## src/hw/rtl/bls_pkg.sv

```systemverilog
// Shared constants and types for the Bresenham line stepper.
`default_nettype none
package bls_pkg;

  localparam int COORD_BITS_DEF = 16;
  localparam int SCREEN_BITS    = 15;
  localparam int QUEUE_DEPTH    = 4;

  localparam logic [SCREEN_BITS-1:0] SCREEN_WIDTH_RST  = 15'd1024;
  localparam logic [SCREEN_BITS-1:0] SCREEN_HEIGHT_RST = 15'd768;

  // Configuration register indexes.
  localparam logic REG_SCREEN_WIDTH  = 1'b0;
  localparam logic REG_SCREEN_HEIGHT = 1'b1;

  // Input action codes.
  localparam logic ACT_LOAD = 1'b0;
  localparam logic ACT_STEP = 1'b1;

  typedef struct packed {
    logic full;
    logic empty;
  } bls_qstat_t;

endpackage
`default_nettype wire

```

## src/hw/rtl/bls_front.sv

```systemverilog
// Input stage: takes beats, orders the endpoints and builds queue entries.
`default_nettype none
module bls_front #(
  parameter int COORD_BITS = 16
) (
  input  wire logic                         clk,
  input  wire logic                         rst,
  input  wire logic                         in_valid,
  output logic                              in_stall,
  input  wire logic                         action,
  input  wire logic signed [COORD_BITS-1:0] start_x,
  input  wire logic signed [COORD_BITS-1:0] start_y,
  input  wire logic signed [COORD_BITS-1:0] end_x,
  input  wire logic signed [COORD_BITS-1:0] end_y,
  input  wire bls_pkg::bls_qstat_t          qstat,
  output logic                              push,
  output logic [4*COORD_BITS+4:0]           push_data
);
  import bls_pkg::*;

  localparam int W = COORD_BITS;

  logic         f_valid;
  logic         f_action;
  logic [W-1:0] f_ax, f_ay, f_bx, f_by;
  logic [W:0]   f_dx, f_dy;
  logic         f_load;

  logic [W:0]   adx, ady;
  logic         steep;
  logic [W:0]   maj_diff, min_diff;
  logic         swap;
  logic [W-1:0] a_maj, a_min, b_maj, b_min;
  logic [W-1:0] maj_start, min_start;
  logic         min_neg;

  assign in_stall = f_valid && qstat.full;
  assign f_load   = in_valid && !in_stall;
  assign push     = f_valid && !qstat.full;

  always_ff @(posedge clk) begin
    if (rst) begin
      f_valid <= 1'b0;
    end else if (f_load) begin
      f_valid <= 1'b1;
    end else if (push) begin
      f_valid <= 1'b0;
    end
  end

  always_ff @(posedge clk) begin
    if (f_load) begin
      f_action <= action;
      f_ax     <= start_x;
      f_ay     <= start_y;
      f_bx     <= end_x;
      f_by     <= end_y;
      f_dx     <= {end_x[W-1], end_x} - {start_x[W-1], start_x};
      f_dy     <= {end_y[W-1], end_y} - {start_y[W-1], start_y};
    end
  end

  always_comb begin
    adx      = f_dx[W] ? (~f_dx + 1'b1) : f_dx;
    ady      = f_dy[W] ? (~f_dy + 1'b1) : f_dy;
    steep    = !(ady < adx);
    a_maj    = steep ? f_ay : f_ax;
    a_min    = steep ? f_ax : f_ay;
    b_maj    = steep ? f_by : f_bx;
    b_min    = steep ? f_bx : f_by;
    maj_diff = steep ? f_dy : f_dx;
    min_diff = steep ? f_dx : f_dy;
    // A negative major difference means the endpoints trade places,
    // which also flips the direction of the minor axis.
    swap      = maj_diff[W];
    maj_start = swap ? b_maj : a_maj;
    min_start = swap ? b_min : a_min;
    min_neg   = swap ? (!min_diff[W] && (min_diff != '0)) : min_diff[W];
  end

  assign push_data = {(f_action == ACT_LOAD), steep, min_neg, maj_start, min_start,
                      (steep ? ady : adx), (steep ? adx : ady)};

endmodule
`default_nettype wire

```

## src/hw/rtl/bls_queue.sv

```systemverilog
// Short first-in first-out queue between the front and back parts.
`default_nettype none
module bls_queue #(
  parameter int DATA_BITS = 69,
  parameter int DEPTH     = 4
) (
  input  wire logic                 clk,
  input  wire logic                 rst,
  input  wire logic                 push,
  input  wire logic [DATA_BITS-1:0] push_data,
  input  wire logic                 pop,
  output logic [DATA_BITS-1:0]      head,
  output bls_pkg::bls_qstat_t       qstat
);
  import bls_pkg::*;

  localparam int PTR_BITS = (DEPTH > 1) ? $clog2(DEPTH) : 1;
  localparam int CNT_BITS = $clog2(DEPTH + 1);

  logic [DATA_BITS-1:0] slots [DEPTH];
  logic [PTR_BITS-1:0]  wr_ptr, rd_ptr;
  logic [CNT_BITS-1:0]  count;

  function automatic logic [PTR_BITS-1:0] ptr_inc(input logic [PTR_BITS-1:0] p);
    logic [PTR_BITS-1:0] r;
    r = (p == PTR_BITS'(DEPTH - 1)) ? '0 : p + 1'b1;
    return r;
  endfunction

  assign qstat.full  = (count == CNT_BITS'(DEPTH));
  assign qstat.empty = (count == '0);
  assign head        = slots[rd_ptr];

  always_ff @(posedge clk) begin
    if (push) begin
      slots[wr_ptr] <= push_data;
    end
  end

  always_ff @(posedge clk) begin
    if (rst) begin
      wr_ptr <= '0;
      rd_ptr <= '0;
      count  <= '0;
    end else begin
      if (push) begin
        wr_ptr <= ptr_inc(wr_ptr);
      end
      if (pop) begin
        rd_ptr <= ptr_inc(rd_ptr);
      end
      if (push && !pop) begin
        count <= count + 1'b1;
      end else if (pop && !push) begin
        count <= count - 1'b1;
      end
    end
  end

endmodule
`default_nettype wire

```

## src/hw/rtl/bls_back.sv

```systemverilog
// Stepper: holds the line state, walks one pixel per step beat and drives the result register.
`default_nettype none
module bls_back #(
  parameter int COORD_BITS = 16
) (
  input  wire logic                              clk,
  input  wire logic                              rst,
  input  wire logic                              cfg_we,
  input  wire logic                              cfg_index,
  input  wire logic [bls_pkg::SCREEN_BITS-1:0]   cfg_data,
  input  wire logic [4*COORD_BITS+4:0]           head,
  input  wire bls_pkg::bls_qstat_t               qstat,
  output logic                                   pop,
  output logic                                   out_valid,
  input  wire logic                              out_stall,
  output logic signed [COORD_BITS-1:0]           pixel_x,
  output logic signed [COORD_BITS-1:0]           pixel_y,
  output logic                                   on_screen,
  output logic                                   pixel_valid,
  output logic                                   last_pixel
);
  import bls_pkg::*;

  localparam int W   = COORD_BITS;

  logic [SCREEN_BITS-1:0] screen_width, screen_height;

  // Queue entry fields.
  logic         h_load, h_steep, h_min_neg;
  logic [W-1:0] h_maj_start, h_min_start;
  logic [W:0]   h_maj_delta, h_min_delta;

  // Line state.
  logic           line_active, steep_mode, minor_negative;
  logic [W-1:0]   major_pos, minor_pos;
  logic [W:0]     remain;
  logic [W+1:0]   inc_flat;
  logic [W+2:0]   inc_diag;
  logic [W+2:0]   decision_term;

  logic           out_ready;
  logic           take_step;
  logic [W-1:0]   px, py;
  logic           px_ok, py_ok;

  assign {h_load, h_steep, h_min_neg, h_maj_start, h_min_start, h_maj_delta, h_min_delta} = head;

  assign out_ready = !out_valid || !out_stall;
  assign pop       = !qstat.empty && (h_load || out_ready);
  assign take_step = pop && !h_load;

  always_ff @(posedge clk) begin
    if (rst) begin
      screen_width  <= SCREEN_WIDTH_RST;
      screen_height <= SCREEN_HEIGHT_RST;
    end else if (cfg_we) begin
      unique case (cfg_index)
        REG_SCREEN_WIDTH:  screen_width  <= cfg_data;
        REG_SCREEN_HEIGHT: screen_height <= cfg_data;
        default: ;
      endcase
    end
  end

  always_comb begin
    px    = steep_mode ? minor_pos : major_pos;
    py    = steep_mode ? major_pos : minor_pos;
    px_ok = !px[W-1] && ({SCREEN_BITS'(0), px} < {W'(0), screen_width});
    py_ok = !py[W-1] && ({SCREEN_BITS'(0), py} < {W'(0), screen_height});
  end

  always_ff @(posedge clk) begin
    if (rst) begin
      line_active <= 1'b0;
    end else if (pop && h_load) begin
      line_active <= (h_maj_delta != '0);
    end else if (take_step && line_active) begin
      line_active <= (remain != (W+1)'(1));
    end
  end

  always_ff @(posedge clk) begin
    if (pop && h_load) begin
      steep_mode     <= h_steep;
      minor_negative <= h_min_neg;
      major_pos      <= h_maj_start;
      minor_pos      <= h_min_start;
      remain         <= h_maj_delta;
      inc_flat       <= {h_min_delta, 1'b0};
      inc_diag       <= {1'b0, h_min_delta, 1'b0} - {1'b0, h_maj_delta, 1'b0};
      decision_term  <= {1'b0, h_min_delta, 1'b0} - {2'b00, h_maj_delta};
    end else if (take_step && line_active) begin
      major_pos <= major_pos + 1'b1;
      remain    <= remain - 1'b1;
      if (decision_term[W+2]) begin
        decision_term <= decision_term + {1'b0, inc_flat};
      end else begin
        decision_term <= decision_term + inc_diag;
        minor_pos     <= minor_negative ? (minor_pos - 1'b1) : (minor_pos + 1'b1);
      end
    end
  end

  always_ff @(posedge clk) begin
    if (rst) begin
      out_valid <= 1'b0;
    end else if (take_step) begin
      out_valid <= 1'b1;
    end else if (!out_stall) begin
      out_valid <= 1'b0;
    end
  end

  // A step on a finished or empty line still returns a beat, all zero.
  always_ff @(posedge clk) begin
    if (take_step) begin
      if (line_active) begin
        pixel_x     <= px;
        pixel_y     <= py;
        on_screen   <= px_ok && py_ok;
        pixel_valid <= 1'b1;
        last_pixel  <= (remain == (W+1)'(1));
      end else begin
        pixel_x     <= '0;
        pixel_y     <= '0;
        on_screen   <= 1'b0;
        pixel_valid <= 1'b0;
        last_pixel  <= 1'b0;
      end
    end
  end

endmodule
`default_nettype wire

```

## src/hw/rtl/bresenham_line_stepper.sv

```systemverilog
// Top level of the Bresenham line stepper.
//
//   Channel  Direction  Handshake            Payload
//   in       input      in_valid/in_stall    action, start_x, start_y, end_x, end_y
//   out      output     out_valid/out_stall  pixel_x, pixel_y, on_screen, pixel_valid,
//                                            last_pixel
//   cfg      input      cfg_we               cfg_index, cfg_data
//
// One beat per clock in each direction unless stalled. A beat passes through the
// input register and then the four-entry queue before the stepper takes it; a
// step result appears in the output register the cycle after that.
// One error-term add per unstalled cycle sets the stepper's pixel rate.
// Reset is synchronous and empties the queue and output register; screen size
// returns to 1024 by 768. An output stall holds the result and backs up the
// queue; the input stalls only while the queue is full.
`default_nettype none
module bresenham_line_stepper #(
  parameter int COORD_BITS = bls_pkg::COORD_BITS_DEF
) (
  input  wire logic                         clk,
  input  wire logic                         rst,
  input  wire logic                         in_valid,
  output logic                              in_stall,
  input  wire logic                         action,
  input  wire logic signed [COORD_BITS-1:0] start_x,
  input  wire logic signed [COORD_BITS-1:0] start_y,
  input  wire logic signed [COORD_BITS-1:0] end_x,
  input  wire logic signed [COORD_BITS-1:0] end_y,
  output logic                              out_valid,
  input  wire logic                         out_stall,
  output logic signed [COORD_BITS-1:0]      pixel_x,
  output logic signed [COORD_BITS-1:0]      pixel_y,
  output logic                              on_screen,
  output logic                              pixel_valid,
  output logic                              last_pixel,
  input  wire logic                         cfg_we,
  input  wire logic                         cfg_index,
  input  wire logic [bls_pkg::SCREEN_BITS-1:0] cfg_data
);
  import bls_pkg::*;

  localparam int ENTRY_BITS = 4 * COORD_BITS + 5;

  logic                  push, pop;
  logic [ENTRY_BITS-1:0] push_data, head;
  bls_qstat_t            qstat;

  bls_front #(.COORD_BITS(COORD_BITS)) u_front (
    .clk       (clk),
    .rst       (rst),
    .in_valid  (in_valid),
    .in_stall  (in_stall),
    .action    (action),
    .start_x   (start_x),
    .start_y   (start_y),
    .end_x     (end_x),
    .end_y     (end_y),
    .qstat     (qstat),
    .push      (push),
    .push_data (push_data)
  );

  bls_queue #(.DATA_BITS(ENTRY_BITS), .DEPTH(QUEUE_DEPTH)) u_queue (
    .clk       (clk),
    .rst       (rst),
    .push      (push),
    .push_data (push_data),
    .pop       (pop),
    .head      (head),
    .qstat     (qstat)
  );

  bls_back #(.COORD_BITS(COORD_BITS)) u_back (
    .clk         (clk),
    .rst         (rst),
    .cfg_we      (cfg_we),
    .cfg_index   (cfg_index),
    .cfg_data    (cfg_data),
    .head        (head),
    .qstat       (qstat),
    .pop         (pop),
    .out_valid   (out_valid),
    .out_stall   (out_stall),
    .pixel_x     (pixel_x),
    .pixel_y     (pixel_y),
    .on_screen   (on_screen),
    .pixel_valid (pixel_valid),
    .last_pixel  (last_pixel)
  );

endmodule
`default_nettype wire

```

## config.mk

```make
export PLATFORM = sky130hd
export DESIGN_NAME = bresenham_line_stepper
export DESIGN_NICKNAME = d
export VERILOG_FILES = /design/src/hw/rtl/bls_pkg.sv /design/src/hw/rtl/bls_front.sv /design/src/hw/rtl/bls_queue.sv /design/src/hw/rtl/bls_back.sv /design/src/hw/rtl/bresenham_line_stepper.sv
export SDC_FILE = /design/constraint.sdc
export NUM_CORES = 1
export LEC_CHECK = 0
export BUFFER_PORTS_ARGS = -buffer_cell sky130_fd_sc_hd__clkbuf_2
export CAP_MARGIN = 40
export CORE_ASPECT_RATIO = 0.7
export CORE_MARGIN = 5
export CORE_UTILIZATION = 58
export CTS_BUF_LIST = sky130_fd_sc_hd__clkbuf_8
export DETAILED_ROUTE_END_ITERATION = 8
export PLACE_DENSITY_LB_ADDON = 0.2
export SLEW_MARGIN = 20
export SYNTH_ARGS = -nofsm -noshare
export SYNTH_HDL_FRONTEND = slang
export SYNTH_SLANG_ARGS = --single-unit
```

## constraint.sdc

```tcl
create_clock -name clk -period 8 [get_ports clk]
set_clock_uncertainty 0.05 [all_clocks]
set_input_delay 2 -clock clk [delete_from_list [all_inputs] [get_ports clk]]
set_output_delay 2 -clock clk [all_outputs]
set_load 0.02 [all_outputs]
```

# Yosys cells after proc, flatten, opt, wreduce, memory -nomap -nowiden
# Memories as Yosys holds them, arrays and structs flattened. A register that Yosys moved wholly into a read port is not among the register bits.
# Cells that the tools add are included.
# Widths: inputs -> output; s select.
[word_totals] inputBits=86 wordCells=136 reg_bits=280 out_inout_bits=37 memories=1 mem_bits_rw=276
[op_classes] n_lt_le_gt_ge=3 n_eq_ne=7 n_addsub=16 muxes=41 n_reduce_logical=36 bitwise_logic=4
[memory_table] name="u_queue.slots" depth=4 word_bits=69 read_ports=1 rd_ports_with_merged_regs=1 write_ports=1 line_no="bls_queue.sv:20" text="logic [DATA_BITS-1:0] slots [DEPTH];"
[ops] op="$mux 16" n=14
[ops] op="$mux 17" n=8
[ops] op="$mux 19" n=3
[ops] op="$add 17x1->17 const B" n=2
[ops] op="$not 17->17" n=2
[ops] op="$reduce_bool 17->1" n=2
[ops] op="$sub 16x16->17" n=2
[ops] op="$add 16x1->16 const B" n=2
[ops] op="$lt 16x15->1" n=2
[ops] op="$add 19x18->19" n=1
[ops] op="$add 19x19->19" n=1
[ops] op="$sub 18x17->19" n=1
[ops] op="$sub 18x18->19" n=1
[ops] op="$eq 17x1->1 const B" n=1
[ops] op="$lt 17x17->1" n=1
[ops] op="$ne 17x1->1 const B" n=1
[ops] op="$sub 17x1->17 const B" n=1
[ops] op="$sub 16x1->16 const B" n=1
[ops] op="$logic_and 1x1->1" n=13
[ops] op="$logic_not 1->1" n=12
[ops] op="$mux 1" n=10
[ops] op="$mux 2" n=4
[ops] op="$mux 3" n=2
[ops] op="$reduce_and 2->1" n=3
[ops] op="11 further kinds" n=17

# Longest topological paths before layout
# Gate-level depths: netlist (run 1).
[logic_depth] word_depth=8 ltp_mapped=17 ltp_nobuf=16

# Modules after synthesis
# From an unflattened synthesis (run 1), not the netlist that was laid out.
[hier_totals] hier_cells=2211 area_unflattened_um2=28875.2
[modules_own_cells] mod="bls_back" n_inst=1 area_each_um2=11353.4 seq_area_each_um2=4814.6 cells_each=1164
[modules_own_cells] mod="bls_queue" n_inst=1 area_each_um2=10405.0 seq_area_each_um2=8468.1 cells_each=405
[modules_own_cells] mod="bls_front" n_inst=1 area_each_um2=7116.8 seq_area_each_um2=2992.9 cells_each=642

# Worst setup path after synthesis (run 1)
# Ideal clock, no wire load.
[synth_timing] path_kind="input port to flip-flop" startpoint="input in_valid" endpoint="register u_front.f_action (enable)" setup_slack_ps=1073 cell_stages=1 required_time_ps=7383 setup_ps=567 n_path_buf=0 arrival_time_ps=6309 cell_sequence="nor2b_1"
[synth_between] elab_chain_cells=1
[synth_rtl] item="start, declared" line_no="bresenham_line_stepper.sv:22" text="input wire logic in_valid,"
[synth_rtl] item="$logic_and 1x1->1" line_no="bls_front.sv:38" text="assign f_load = in_valid && !in_stall;"
[synth_rtl] item="end signal, assigned" line_no="bls_front.sv:53" text="f_action <= action;"
[synth_rtl] item="end, declared" line_no="bls_front.sv:24" text="logic f_action;"
# Every way passes these cells.
# A chain may end at the register's enable or synchronous reset.

# Final worst setup path (run 1)
[layout_timing] startpoint="register u_front.f_dy[4]" endpoint="memory u_queue.slots[2][17], data pin"
[layout_between] elab_chain_cells=5
[layout_rtl] item="start, declared" line_no="bls_front.sv:26" text="logic [W:0] f_dx, f_dy;"
[layout_rtl] item="start signal, assigned" line_no="bls_front.sv:59" text="f_dy <= {end_y[W-1], end_y} - {start_y[W-1], start_y};"
[layout_rtl] item="$not 17->17" line_no="bls_front.sv:65" text="ady = f_dy[W] ? (~f_dy + 1'b1) : f_dy;"
[layout_rtl] item="$add 17x1->17" line_no="bls_front.sv:65"
[layout_rtl] item="$mux 17 (*)" line_no="bls_front.sv:65"
[layout_rtl] item="$lt 17x17->1 (*)" line_no="bls_front.sv:66" text="steep = !(ady < adx);"
[layout_rtl] item="$mux 17 (*)" line_no="bls_front.sv:82" text="(steep ? ady : adx), (steep ? adx : ady)};"
[layout_rtl] item="named net push_data[17]" line_no="bresenham_line_stepper.sv:45" text="logic [ENTRY_BITS-1:0] push_data, head;"
[layout_rtl] item="end, declared" line_no="bls_queue.sv:20"
# Mark *: on every way through the listed nets, which the timed path passes. The rest lies on a longest branch.

==> flow_metrics.env, run 1 <==
export IMPL_status="complete, no violations"
export IMPL_path_common_cell="or4_4"
export IMPL_yosys_warnings=0
export IMPL_drc=0
export IMPL_drv_cap=0
export IMPL_synth_edff_count=514
export IMPL_syn_nets=2428
export IMPL_cts_tree="built"
export IMPL_syn_to_final_growth_pct=11.47
export IMPL_synth_area_leaders="edfxtp_1 55%, ha_1 6.7%, mux4_2 5.5%"
export IMPL_yosysMostFrequentCell="edfxtp_1"
export IMPL_hold_path_end="u_back.screen_width[7]"
export IMPL_viasPerCell=5.993
export IMPL_htreeDepth=3
export IMPL_cts_resized=0
export IMPL_finalMaxSlewViolations=0
export IMPL_cts_buffers=85
export IMPL_tightest_slew_ns=0.8493
export IMPL_critPathMaxStageDelay_ns=0.55
export IMPL_synth_top_area_share_pct=54.59
export IMPL_clk_pin_slew_ns=0.07
export IMPL_worstReg2RegEnd="u_queue.slots[2][17]"
export IMPL_cp_cell_sequence="or4_4, or3_4, or4_4, o41ai_4, xor2_1, inv_1, ha_1, a21o_1, a21oi_1, nand4bb_1, o21ai_4, clkinv_1, buf_16, o21ai_0"
export IMPL_place_area_sq_mm=0.02978
export IMPL_core_sq_mm=0.04803
export IMPL_grtUsageTotal_pct=25.00
export IMPL_layout_drive_gt1_share_pct=16.96
export IMPL_yosys_register_bits=556
export IMPL_antenna_found_initial=0
export IMPL_avgSynthCellArea_sq_um=12.95
export IMPL_grt_busiest_layer="met1"
export IMPL_grt_overflow_total=0
export IMPL_grt_pass1_vias=18070
export IMPL_whs_path_depth=2
export IMPL_grt_max_degree=75
export IMPL_reg2reg_setup_slack_ns=2.86
export IMPL_cts_setup_buffers=0
export IMPL_grtUsageMet2_pct=35.75
export IMPL_grt_met1_usage_pct=40.12
export IMPL_ios=123
export IMPL_drtIter0Drc=1819
export IMPL_gp_congestion=0.9212
export IMPL_worstSetupStartpointType="register"
export IMPL_r2r_start="u_front.f_dy[4]"
export IMPL_initial_core_util_pct=58.86
export IMPL_syn_cell_area_sq_mm=0.02827
export IMPL_met3_usage_pct=4.585
export IMPL_finalPower_uw=13690
export IMPL_maxSlewHeadroom_pct=42.86
export IMPL_dp_hpwl_um=47630
export IMPL_grt_pass1_wl_um=104100
export IMPL_pwr_density_cell_mw_per_mm2=434.4
export IMPL_fin_setup_tns_ns=0
export IMPL_wl_per_cell_um=21.63
export IMPL_hold_viol_final=0
export IMPL_dr_pass1_iters=5
export IMPL_ctsHoldBuffers=0
export IMPL_path_class="register to register"
export IMPL_finalCriticalPeriod_ns=5.135
export IMPL_clock_fmax_ghz=0.1947
export IMPL_postLayoutCellArea_sq_mm=0.03152
export IMPL_finalCritPeriodShare_pct=64.19
export IMPL_synthCells=2184
export IMPL_hold_path_class="register to register"
export IMPL_synth_main_ff_cell="edfxtp_1"
export IMPL_die_area_sq_mm=0.05334
export IMPL_portBuffers=122
export IMPL_synth_cell_types=70
export IMPL_async_flop_share_pct=0
export IMPL_finalWirelength_um=66450
export IMPL_ant_nets=0
export IMPL_worst_path_max_fanout=14
export IMPL_die_h_um=194.7
export IMPL_cts_root_buf="clkbuf_8"
export IMPL_synthTopCellsByCount="514 x edfxtp_1, 167 x nand2_1, 159 x a21oi_1"
export IMPL_routed_via_count=18410
export IMPL_hold_ws_ns=0.4085
export IMPL_die_w_um=273.9
export IMPL_rows=67
export IMPL_worstPathRequired_ns=8.34
export IMPL_nNetsFinal=2592
export IMPL_min_from="u_back.screen_width[7]"
export IMPL_reg2regPathDepth=14
export IMPL_vdd_drop_max_mv=0.2532
export IMPL_worstPathArrival_ns=5.48
export IMPL_end_kind="register"
export IMPL_p_leak_uw=0.01179
export IMPL_worst_path_max_delay_cell="or4_4"
export IMPL_clock_sinks=556
export IMPL_yosysTopAreaCell="edfxtp_1"
export IMPL_diodes=0
export IMPL_ys_seq_area_share_pct=57.56
export IMPL_grt_setup_unrepaired="false"
export IMPL_setup_viol=0
export IMPL_clockBufferDepth=3
export IMPL_clk_latency_ns=0.69
## registers in the layout (all words and copies together), names as in the netlist, 15 cells and up, named ones only
signal / cells
u_front.f_ax: 16
u_back.minor_pos: 16
u_front.f_ay: 16
u_back.pixel_x: 16
u_back.screen_height: 15
u_queue.slots: 276
u_front.f_bx: 16
u_back.pixel_y: 16
u_front.f_dx: 17
u_back.decision_term: 18
u_back.inc_flat: 17
u_back.remain: 17
u_back.inc_diag: 18
u_front.f_by: 16
u_front.f_dy: 17
u_back.screen_width: 15
u_back.major_pos: 16
## cell families (layout without fill, tap and decap cells)
group           Yosys count  in the layout  synth area share [%]
compound gates          431            431                 9.373
mux                     188            188                 9.899
flops                   556            556                 57.56
xor+xnor                133            133                 4.120
fa+ha+maj               158            158                 7.178
buf+inv                 211            444                 2.960
simple gates            507            507                 8.908
## critical path: cells and delay by family, from the launching register on
kind	cells	cell delay [ns]
compound gates	5	1.22
xor+xnor	1	0.26
fa+ha+maj	1	0.33
buf+inv	3	0.98
flops	1	0.45
simple gates	4	1.58
## where the power goes
group	switching, uW	total (uW)	internal (uW)	leakage, uW
clock network	1120	2330	1200	0.000964
logic	3880	6560	2680	0.00571
registers	383	4800	4420	0.00512
total	5390	13700	8300	0.0118
## cell type report
class                   instances  area, sq um
fillers                      3514        16520
flip-flops and latches        556        16280
multi-input cells            1417        11210
clock buffers                  96         1321
repair buffers                154         1033
well taps                     655        819.5
inverters                     134        504.2
clock inverters                60        351.6
## worst max-delay path by stage
stage               slack [ns]  depth (start not counted)                   end            start
finish                    2.86                         14  u_queue.slots[2][17]  u_front.f_dy[4]
CTS                       2.92                         15  u_queue.slots[0][66]  u_front.f_dy[4]
floorplan                 1.07                          1      u_front.f_action         in_valid
global placement          2.79                         14  u_queue.slots[3][66]  u_front.f_dy[4]
global route              2.62                         15  u_queue.slots[0][66]  u_front.f_dy[4]
detailed placement        2.94                         15  u_queue.slots[2][66]  u_front.f_dy[4]
## placed cells by master, fill, tap and decap left out, types with 8 or more instances in the layout
cell type,count
a211oi_1,40
inv_1,160
edfxtp_1,514
buf_4,21
a31oi_1,10
nand2b_1,17
dfxtp_1,40
mux2i_1,76
and3_1,11
o21a_1,17
o31ai_1,12
clkinv_2,10
mux4_2,69
nor4_1,11
or2_2,9
nand4_1,11
nand2_1,166
xor2_1,69
a21o_1,24
a21oi_1,159
mux2_2,43
nor3_1,30
nand3_1,22
or3_1,13
nor2_1,93
clkbuf_2,122
and2_1,36
o21ai_0,107
clkinv_1,16
nor2b_1,54
ha_1,151
xnor2_1,64
clkbuf_8,96
a211o_1,8
## per-layer routing
layer	share of wire [%]	up-vias	routed length [um]
met5	0	-	0
met4	1.7	0	1143
met3	8.1	87	5383
met2	42	716	28150
met1	48	9086	31770
li1	-	8521	-
## through the flow
step,utilization (%),instances,setup slack [ns]
floorplan,-,2184,1.073
global placement,61.58,2905,2.794
detailed placement,61.99,2913,2.937
CTS,65.48,3069,2.917
global route,65.62,3072,2.617
finish,65.62,3072,2.865
No activity file was read; power rests on OpenSTA's default activity.
==> run 2: changes to the inputs <==
clock period = 5.2 ns   (was 8 ns; I/O delays follow)
==> flow_metrics.env, run 2 (same netlist as run 1, synthesis figures left out) <==
export IMPL_hold_viol_final=0
export IMPL_ctsHoldBuffers=0
export IMPL_htreeDepth=3
export IMPL_antenna_found_initial=0
export IMPL_grt_max_degree=78
export IMPL_maxSlewHeadroom_pct=53.31
export IMPL_worstPathArrival_ns=4.88
export IMPL_worstSetupStartpointType="register"
export IMPL_grt_pass1_vias=17720
export IMPL_postLayoutCellArea_sq_mm=0.03146
export IMPL_cts_root_buf="clkbuf_8"
export IMPL_cts_buffers=86
export IMPL_path_delay_family="simple AND/OR/NAND/NOR gates"
export IMPL_gp_congestion=0.8751
export IMPL_place_area_sq_mm=0.02985
export IMPL_die_h_um=194.7
export IMPL_layout_commonest_cell="edfxtp_1"
export IMPL_post_place_cells=2918
export IMPL_drc=0
export IMPL_cp_num_buf_inv=3
export IMPL_portBuffers=122
export IMPL_largestRegisters="u_queue.slots: 276 flops, u_back.decision_term: 18 flops, u_back.inc_diag: 18 flops"
export IMPL_p_leak_uw=0.01174
export IMPL_clock_sinks=556
export IMPL_clockBufferDepth=3
export IMPL_final_core_util_pct=65.49
export IMPL_grt_pass1_wl_um=102200
export IMPL_diodes=0
export IMPL_finalCriticalPeriod_ns=4.528
export IMPL_drtIter0Drc=1960
export IMPL_cp_cell_sequence="or4_4, or3_4, or4_4, o41ai_4, xor2_1, inv_1, ha_1, a21o_1, a21oi_1, nand4bb_1, o21ai_4, clkinv_1, buf_4, mux2i_1"
export IMPL_grt_overflow_total=0
export IMPL_hold_ws_ns=0.4082
export IMPL_rows=67
export IMPL_grt_setup_unrepaired="false"
export IMPL_core_sq_mm=0.04803
export IMPL_routed_via_count=18320
export IMPL_stdcell_count=3073
export IMPL_fin_setup_tns_ns=0
export IMPL_setup_viol=0
export IMPL_grtUsageTotal_pct=24.79
export IMPL_hold_path_class="register to register"
export IMPL_status="complete, no violations"
export IMPL_cts_tree="built"
export IMPL_top_register="u_queue.slots"
export IMPL_tightest_slew_ns=0.7004
export IMPL_die_w_um=273.9
export IMPL_finalCritPeriodShare_pct=87.07
export IMPL_dr_pass1_iters=6
export IMPL_largest_register_ffs=276
export IMPL_viasPerCell=5.962
export IMPL_clk_pin_slew_ns=0.06
export IMPL_path_common_cell="or4_4"
export IMPL_cts_setup_buffers=0
export IMPL_nNetsFinal=2598
export IMPL_layout_drive_gt1_share_pct=17.04
export IMPL_syn_to_final_growth_pct=11.27
export IMPL_drv_cap=0
export IMPL_dp_hpwl_um=47890
export IMPL_vdd_drop_max_mv=0.4152
export IMPL_path_class="register to register"
export IMPL_worstPathRequired_ns=5.55
export IMPL_clock_fmax_ghz=0.2209
export IMPL_ios=123
export IMPL_finalWirelength_um=66560
export IMPL_worst_path_max_delay_cell="or4_4"
export IMPL_end_kind="register"
export IMPL_clk_latency_ns=0.69
export IMPL_initial_core_util_pct=58.86
export IMPL_cts_resized=0
export IMPL_wl_per_cell_um=21.66
export IMPL_finalMaxSlewViolations=0
export IMPL_worst_path_max_fanout=13
export IMPL_ant_nets=0
export IMPL_critPathMaxStageDelay_ns=0.55
export IMPL_die_area_sq_mm=0.05334
export IMPL_pwr_density_cell_mw_per_mm2=662.5
export IMPL_final_cell_mix="514 x edfxtp_1, 166 x nand2_1, 159 x a21oi_1"
==> run 2: changes by cell type in the layout (fill, tap and decap cells not counted), sizes merged <==
| cell | delta |
|---|---|
| clkinv | +10 |
| buf | +5 |
| bufinv | -2 |
| clkbuf | -6 |
| inv | -6 |
==> run 2: worst paths after layout <==
check	start	to	slack [ns]	cells after the start
setup / recovery	u_front.f_dy[4]	u_queue.slots[0][14]	0.67	14
hold / removal	u_back.screen_width[1]	u_back.screen_width[1]	0.41	2
hold reg to reg	u_back.screen_width[1]	u_back.screen_width[1]	0.41	2
setup reg to reg	u_front.f_dy[4]	u_queue.slots[0][14]	0.67	14
==> run 2: through the flow <==
step                worst slack [ns]  power (uW)
global route                  0.3466       22250
finish                        0.6725       20840
detailed placement            0.7017       17370
CTS                           0.6947       20800
global placement              0.7777       16940
floorplan                     0.8296       14690
==> run 2: worst min-delay path: stages (launching register included) <==
cell	delay (ns)
dfxtp_1	0.31
nand2_1	0.05
a21oi_1	0.05
==> run 2: layer usage <==
layer  global-route usage, %  share of wire [%]
met1                   39.38                 47
met2                   35.03                 42
met3                   5.349                9.4
met4                   6.050                1.6
met5                       0                  0
==> run 2: cell type report <==
type                            instances  area (sq um)
Clock buffer                           90          1239
Inverter                              134         504.2
Clock inverter                         62         310.3
Multi-Input combinational cell       1417         11210
Timing Repair Buffer                  159          1099
Fill cell                            3505         16570
Tap cell                              655         819.5
Sequential cell                       556         16280
==> run 2: power breakdown <==
part	switching [uW]	internal, uW	leakage, uW	total (uW)
clock network	1710	1660	0.000887	3370
logic	5910	4140	0.00574	10100
registers	632	6790	0.00512	7430
==> run 3: changes to the inputs <==
PLACE_DENSITY = 0.87   (was default)
PLACE_DENSITY_LB_ADDON = default   (was 0.2)
==> flow_metrics.env, run 3 (same netlist as run 1, synthesis figures left out) <==
export IMPL_status="complete, no violations"
export IMPL_largest_register_ffs=276
export IMPL_cts_setup_buffers=0
export IMPL_drv_cap=0
export IMPL_diodes=0
export IMPL_layout_commonest_cell="edfxtp_1"
export IMPL_core_sq_mm=0.04803
export IMPL_grt_setup_unrepaired="false"
export IMPL_tightest_slew_ns=0.7353
export IMPL_wl_per_cell_um=22.33
export IMPL_cts_tree="built"
export IMPL_grt_max_degree=83
export IMPL_hold_viol_final=0
export IMPL_grt_pass1_wl_um=105600
export IMPL_grt_overflow_total=0
export IMPL_dp_hpwl_um=49120
export IMPL_worstPathArrival_ns=5.11
export IMPL_die_area_sq_mm=0.05334
export IMPL_finalPower_uw=20790
export IMPL_finalWirelength_um=68450
export IMPL_path_class="register to register"
export IMPL_nNetsFinal=2592
export IMPL_top_register="u_queue.slots"
export IMPL_worstPathRequired_ns=5.54
export IMPL_htreeDepth=3
export IMPL_cp_cell_sequence="or4_4, or3_4, or4_4, o41ai_4, xor2_1, inv_1, ha_1, a21o_1, a21oi_1, nand4bb_1, o21ai_4, clkinv_1, buf_4, o21ai_0"
export IMPL_grtUsageTotal_pct=25.48
export IMPL_setup_viol=0
export IMPL_clock_sinks=556
export IMPL_initial_core_util_pct=58.86
export IMPL_dr_pass1_iters=6
export IMPL_layout_drive_gt1_share_pct=16.64
export IMPL_routed_via_count=18690
export IMPL_clockBufferDepth=3
export IMPL_cts_root_buf="clkbuf_8"
export IMPL_die_w_um=273.9
export IMPL_gp_congestion=0.9267
export IMPL_finalMaxSlewViolations=0
export IMPL_multiInputGateArea_sq_mm=0.01121
export IMPL_end_kind="register"
export IMPL_worst_path_max_fanout=24
export IMPL_cp_num_buf_inv=3
export IMPL_p_leak_uw=0.01169
export IMPL_finalCriticalPeriod_ns=4.769
export IMPL_path_delay_family="simple AND/OR/NAND/NOR gates"
export IMPL_pwr_density_cell_mw_per_mm2=665.2
export IMPL_syn_to_final_growth_pct=10.51
export IMPL_hold_path_class="register to register"
export IMPL_maxSlewHeadroom_pct=50.98
export IMPL_finalCritPeriodShare_pct=91.71
export IMPL_viasPerCell=6.098
export IMPL_clk_pin_slew_ns=0.07
export IMPL_vdd_drop_max_mv=0.4024
export IMPL_ios=123
export IMPL_critPathMaxStageDelay_ns=0.55
export IMPL_drc=0
export IMPL_regArea_sq_mm=0.01628
export IMPL_fin_setup_tns_ns=0
export IMPL_ctsHoldBuffers=0
export IMPL_portBuffers=122
export IMPL_clk_latency_ns=0.67
export IMPL_cts_resized=0
export IMPL_clock_fmax_ghz=0.2097
export IMPL_worst_path_max_delay_cell="or4_4"
export IMPL_ant_nets=0
export IMPL_grt_pass1_vias=18540
export IMPL_fillers=3354
export IMPL_antenna_found_initial=1
export IMPL_drtIter0Drc=2221
export IMPL_die_h_um=194.7
export IMPL_worstSetupStartpointType="register"
export IMPL_final_cell_mix="514 x edfxtp_1, 166 x nand2_1, 163 x inv_1"
export IMPL_rows=67
export IMPL_cts_buffers=81
export IMPL_path_common_cell="or4_4"
export IMPL_largestRegisters="u_queue.slots: 276 flops, u_back.decision_term: 18 flops, u_back.inc_diag: 18 flops"
run 3: cell count changes in the layout (fill, tap and decap cells not counted), moves of 2 or more:
| cell | delta |
|---|---|
| buf_12 | -5 |
| clkinv_2 | -5 |
| clkinv_1 | -6 |
| buf_16 | -3 |
| buf_4 | +8 |
| clkbuf_8 | -6 |
| clkinv_8 | +2 |
| inv_1 | +9 |
run 3: report_power, final:
part / internal, uW / switching (uW)
sequential: 6790 / 626
clock: 1560 / 1680
combinational: 4080 / 6030
total: 12400 / 8340
run 3: final cells by class:
| class | count | area share [%] |
|---|---|---|
| Sequential cell | 556 | 52.10 |
| Multi-Input combinational cell | 1417 | 35.87 |
| Clock buffer | 84 | 3.700 |
| Timing Repair Buffer | 158 | 3.075 |
| Tap cell | 655 | 2.623 |
| Inverter | 134 | 1.614 |
| Clock inverter | 61 | 1.017 |
run 3: path summary, 6_finish.rpt:
path	end	startpoint	slack, ns	depth (start not counted)
setup / recovery	u_queue.slots[2][33]	u_front.f_dy[4]	0.43	14
hold / removal	u_back.screen_width[8]	u_back.screen_width[8]	0.40	2
setup reg to reg	u_queue.slots[2][33]	u_front.f_dy[4]	0.43	14
hold reg to reg	u_back.screen_width[8]	u_back.screen_width[8]	0.40	2
run 3: through the flow:
step / hold WS (ns) / worst slack, ns / std cells / area [sq um] / utilization (%)
2_1_floorplan: 0.3863 / 0.8296 / 2184 / 28280 / -
3_3_place_gp: 0.3921 / 0.8287 / 2914 / 29660 / 61.75
6_report: 0.4044 / 0.4313 / 3065 / 31250 / 65.05
3_5_place_dp: 0.3977 / 0.5513 / 2917 / 29720 / 61.87
4_1_cts: 0.4065 / 0.5200 / 3062 / 31190 / 64.94
5_1_grt: 0.4292 / 0.2127 / 3065 / 31250 / 65.05
run 3: per-layer routing:
layer | wire [um] | up-vias | track usage, %
li1 | - | 8510 | -
met1 | 29710 | 9113 | 38.75
met2 | 29690 | 967 | 37.02
met3 | 7776 | 101 | 6.976
met4 | 1275 | 0 | 5.882
met5 | 0 | - | 0
run 3: worst reg2reg max path, delay by kind of cell (launching register included):
family                     cells  cell delay [ns]
xor gates and xnor gates       1             0.33
AOI/OAI and AO/OA              5             1.24
buffers and inverters          3             0.53
DFF                            1             0.45
adders and majority gates      1             0.32
and+or+nand+nor                4             1.58
